===== src/sv/cfe_pkg.sv =====
// shared types, constants and helper functions for the cuckoo filter engine
// no dependencies; used by cfe_row_match and cuckoo_filter_engine_unit

package cfe_pkg;

    // geometry
    localparam int BUCKET_BITS = 10;
    localparam int IDX_W       = BUCKET_BITS;
    localparam int SLOTS       = 4;
    localparam int SLOT_W      = 32;
    localparam int ROW_W       = SLOTS * SLOT_W;
    localparam int BUCKETS     = 1 << BUCKET_BITS;

    // field widths
    localparam int CMD_W   = 2;
    localparam int HASH_W  = 64;
    localparam int CODE_W  = 3;
    localparam int COUNT_W = 13;
    localparam int LFSR_W  = 16;
    localparam int KICK_W  = 10;
    localparam int TBITS_W = 6;
    localparam int IBITS_W = 4;

    // configuration port
    localparam int APB_AW = 4;
    localparam int APB_DW = 32;

    localparam logic [31:0]        ALT_MULT   = 32'h5bd1_e995;
    localparam logic [COUNT_W-1:0] COUNT_MAX  = 13'd8191;
    localparam logic [LFSR_W-1:0]  LFSR_TAPS  = 16'hB400;
    localparam logic [LFSR_W-1:0]  LFSR_SEED  = 16'h0001;

    localparam logic [TBITS_W-1:0] TAG_BITS_RST   = 6'd8;
    localparam logic [IBITS_W-1:0] INDEX_BITS_RST = 4'd10;
    localparam logic [KICK_W-1:0]  MAX_KICKS_RST  = 10'd500;

    // register indexes (byte address / 4)
    localparam logic [1:0] REG_TAG_BITS   = 2'd0;
    localparam logic [1:0] REG_INDEX_BITS = 2'd1;
    localparam logic [1:0] REG_MAX_KICKS  = 2'd2;

    // commands
    localparam logic [CMD_W-1:0] CMD_LOOKUP = 2'd0;
    localparam logic [CMD_W-1:0] CMD_INSERT = 2'd1;
    localparam logic [CMD_W-1:0] CMD_DELETE = 2'd2;

    // result codes
    localparam logic [CODE_W-1:0] RES_MISS      = 3'd0;
    localparam logic [CODE_W-1:0] RES_HIT       = 3'd1;
    localparam logic [CODE_W-1:0] RES_INSERTED  = 3'd2;
    localparam logic [CODE_W-1:0] RES_PRESENT   = 3'd3;
    localparam logic [CODE_W-1:0] RES_FAILED    = 3'd4;
    localparam logic [CODE_W-1:0] RES_REFUSED   = 3'd5;
    localparam logic [CODE_W-1:0] RES_DELETED   = 3'd6;
    localparam logic [CODE_W-1:0] RES_NOT_FOUND = 3'd7;

    typedef struct packed {
        logic [CMD_W-1:0]  command;
        logic [HASH_W-1:0] key_hash;
    } req_word_t;

    typedef struct packed {
        logic [CODE_W-1:0]  result_code;
        logic [COUNT_W-1:0] item_count;
        logic               full_flag;
    } rsp_word_t;

    // what the slot matcher reports about one bucket row
    typedef struct packed {
        logic       hit;
        logic [1:0] hit_slot;
        logic       empty;
        logic [1:0] empty_slot;
    } row_match_t;

    function automatic logic [SLOT_W-1:0] tag_mask_f(input logic [TBITS_W-1:0] tb);
        int          t;
        logic [32:0] m;
        t = int'(tb);
        if (t < 2) t = 2;
        if (t > 32) t = 32;
        m = (33'd1 << t) - 33'd1;
        return m[SLOT_W-1:0];
    endfunction

    function automatic logic [IDX_W-1:0] idx_mask_f(input logic [IBITS_W-1:0] ib);
        int           t;
        logic [IDX_W:0] m;
        t = int'(ib);
        if (t < 1) t = 1;
        if (t > BUCKET_BITS) t = BUCKET_BITS;
        m = ({{IDX_W{1'b0}}, 1'b1} << t) - {{IDX_W{1'b0}}, 1'b1};
        return m[IDX_W-1:0];
    endfunction

    // only the low index bits of tag * ALT_MULT matter
    function automatic logic [IDX_W-1:0] alt_prod_f(input logic [SLOT_W-1:0] tag);
        logic [2*IDX_W-1:0] p;
        p = {{IDX_W{1'b0}}, tag[IDX_W-1:0]} * {{IDX_W{1'b0}}, ALT_MULT[IDX_W-1:0]};
        return p[IDX_W-1:0];
    endfunction

    function automatic logic [SLOT_W-1:0] get_slot(input logic [ROW_W-1:0] row,
                                                   input logic [1:0] j);
        return row[j*SLOT_W +: SLOT_W];
    endfunction

    function automatic logic [ROW_W-1:0] set_slot(input logic [ROW_W-1:0] row,
                                                  input logic [1:0] j,
                                                  input logic [SLOT_W-1:0] val);
        logic [ROW_W-1:0] r;
        r = row;
        r[j*SLOT_W +: SLOT_W] = val;
        return r;
    endfunction

endpackage


===== src/sv/cfe_row_match.sv =====
// slot matcher: compares the four slots of one bucket row against a tag
// depends on cfe_pkg

module cfe_row_match (
    input  logic [cfe_pkg::ROW_W-1:0]  row,
    input  logic [cfe_pkg::SLOT_W-1:0] tag,
    input  logic [cfe_pkg::SLOT_W-1:0] mask,
    output cfe_pkg::row_match_t        result
);

    always_comb
    begin
        logic [cfe_pkg::SLOT_W-1:0] s;
        result = '0;
        // walk downward so the lowest matching slot wins
        for (int j = cfe_pkg::SLOTS - 1; j >= 0; j--)
        begin
            s = row[j*cfe_pkg::SLOT_W +: cfe_pkg::SLOT_W] & mask;
            if (s == tag)
            begin
                result.hit      = 1'b1;
                result.hit_slot = 2'(j);
            end
            if (s == '0)
            begin
                result.empty      = 1'b1;
                result.empty_slot = 2'(j);
            end
        end
    end

endmodule


===== config.mk =====
export PLATFORM = sky130hd
export DESIGN_NAME = cfe_row_match
export DESIGN_NICKNAME = d
export VERILOG_FILES = /design/src/sv/cfe_pkg.sv /design/src/sv/cfe_row_match.sv
export SDC_FILE = /design/constraint.sdc
export NUM_CORES = 1
export LEC_CHECK = 0
export ABC_AREA = 1
export ABC_CLOCK_PERIOD_IN_PS = 1500
export BUFFER_PORTS_ARGS = -buffer_cell sky130_fd_sc_hd__buf_2
export CAP_MARGIN = 10
export CORE_UTILIZATION = 45
export DETAILED_ROUTE_END_ITERATION = 10
export PLACE_DENSITY_LB_ADDON = 0.2
export REMOVE_ABC_BUFFERS = 1
export SLEW_MARGIN = 20
export SYNTH_ARGS = -nofsm -noshare
export SYNTH_HDL_FRONTEND = slang
export SYNTH_SLANG_ARGS = --single-unit

===== constraint.sdc =====
create_clock -name vclk -period 1.5
set_input_delay 0.3 -clock vclk [all_inputs]
set_output_delay 0.3 -clock vclk [all_outputs]
set_load 0.01 [all_outputs]

==> results by group <==
Outcome
  – Status: complete, but fails checks
  – Failing checks: negative setup slack

Worst setup path
  – CP bufs+invs: 3
  – CP dominant cell by count: nand2_1
  – Crit-path leading delay family: simple AND/OR/NAND/NOR gates
  – Worst Path Required: between 1 and 1.5 ns
  – Worst path cell trace: buf_4, buf_6, nand2_2, nand2_2, nor2_2, nand2_1, nor2_1, nand2_1, nor2_2, nand2_1, a21oi_1, buf_2
  – Slowest CP cell: buf_2
  – Crit path launch type: primary input
  – Crit-path max FO: 2
  – WP data arrival: 1.56 ns
  – Max stage delay on crit path: between 0.15 and 0.2 ns
  – Critical setup path kind: primary input to output pin
  – CP endpoint kind: output pin

Power and ir drop
  – Worst VDD drop: between 0.2 and 0.25 mV
  – Lkg Pwr: a little under 3 nW
  – Pwr Density: 291 mW/mm²

Timing
  – Setup WS post-layout: -0.360 ns
  – Final Hold Vio Count: 0
  – Slew HR: between 80 and 90%
  – Fmax: ~540 MHz
  – Slew @ Worst Pin: between 0.2 and 0.3 ns
  – Final TNS setup: -1.72 ns
  – Final setup viols: 6
  – Period Utilization, post-route: 124%
  – Post-route minimum period: ~1.9 ns
  – Max-slew violations: 0
  – RSZ-0062 raised after global routing: true

Logic synthesis
  – Seq/Total Area, Yosys: 0%
  – Area leader, netlist: nand2_1
  – Synth Cell Area: between 0.002 and 0.003 mm²
  – Distinct cells, synth: 14
  – Dominant cells by area after synthesis: nand2_1 (41%), xor2_1 (16%), nand3_1 (16%)
  – Synth top area share: between 40% and 50%
  – Post-Syn Area per Cell: roughly 4.5 µm²
  – Syn. warnings: 0
  – Synth Instances: 662

Layout
  – Clock buf count: 0
  – Commonest non-fill, non-tap cells in the layout: nand2_1 (253), buf_2 (151), nand3_1 (91)
  – Final instance area: ~0.0053 mm²
  – Final Util: slightly above 80%
  – Share of cells above drive strength 1: 44.0%
  – Num sequential: 0
  – # diodes: 0
  – Fin nets: 1123
  – Commonest non-fill, non-tap cell in the layout: nand2_1
  – Fin cells: between 1000 and 1500
  – P&R area growth vs syn: 75.6%
  – Reg area: 0 µm²

Worst hold path
  – Tightest Hold Check Type: primary input to output pin

Global routing
  – Gr ovfl total: 0
  – First-pass GRT wire length: about 22000 µm
  – Initial antenna violation count: 0
  – Met3 Usage GRT: 2.57%
  – Met1 Use GR: between 40% and 50%
  – Number of global-route vias before repair: 5021
  – Global-route usage over all layers: between 30% and 40%
  – Met2 GRT Util: 70.7%
  – GRT busiest layer: met2
  – Largest net degree at the start of global routing: 9

Floorplan
  – I/O pins: roughly 200
  – Initial Util: a little under half
  – FP Rows: 29
  – Die area: approximately 0.0070 mm²
  – Die Span X: 83.6 µm
  – Chip height: around 84 µm
  – Core ar.: between 0.006 and 0.007 mm²

Placement
  – Placed cells: roughly 1000
  – PortBufs: a little under 200
  – GPL Wtd Cong: 1.00
  – Placed Instance Area: about 0.0046 mm²
  – Post-DP HPWL: 11700 µm

Routing
  – DR iter-0 viols: roughly 530
  – Final ANT Viol Nets: 0
  – First-pass DRT Iterations: 5
  – DRC: 0
  – Drt wl/cell: ~15 µm
  – Vias per inst: 5.52
  – Routed Wire Length: 14800 µm
  – Vias: between 5000 and 6000

Clocking
  – CTS Hold Bufs: 0

Flow run
  – Max-cap violations: 0
[report_power, final]
part / internal (mW) / leakage, nW / switching [mW]
Combinational: 0.685 / 2.93 / 0.843
Clock: 0 / 0 / 0
Sequential: 0 / 0 / 0
Total: 0.685 / 2.93 / 0.843
[worst paths after layout]
| check | cells past startpoint | startpoint | slack [ns] | end |
|---|---|---|---|---|
| worst min-delay path | 7 | row[41] | 1.19 | result[0] |
| worst max-delay path | 12 | tag[10] | -0.36 | result[3] |
[final cells by class]
cell class	count	area (µm²)
multi-input combinational	605	3240
timing repair buffer	268	1700
tap	77	96.3
inverter	56	213
fill	477	1130
[logic make-up after synthesis]
logic type | share of synthesized area, %
compound gates | 1.59
xor+xnor | 15.8
buf+inv | 7.19
simple gates | 75.4
[per-stage QoR]
stage / total power, mW / setup slack [ns] / hold slack [ns]
6_report: 1.53 / -0.360 / 1.19
3_5_place_dp: 1.27 / -0.433 / 1.21
4_1_cts: 1.35 / -0.301 / 1.19
2_1_floorplan: 0.567 / 0.0792 / 0.949
3_3_place_gp: 1.25 / -0.455 / 1.20
5_1_grt: 1.65 / -0.403 / 1.23
[cell usage after synthesis]
cell,n
nor2_2,1
o21ai_0,3
nor3_1,2
inv_2,2
and2_1,1
buf_2,1
nand2_1,325
a21oi_1,5
nand3_1,94
inv_1,54
nand4_1,39
nor2_1,80
xor2_1,54
a21boi_0,1
[metal layers]
layer	vias up	part of all wire, %	routed length [µm]
met5	-	0	0
met4	0	3.9	583
met3	58	8.9	1330
met2	358	48	7170
met1	2475	39	5750
li1	2658	-	-
[what timing repair did]
action / in CTS / in global routing
resized for setup: 85 / 136
pin swaps: 34 / 52
buffers inserted: 3 / 1
endpoints found under the setup margin: 6 / 6
Power figures use the tool's default switching activity.
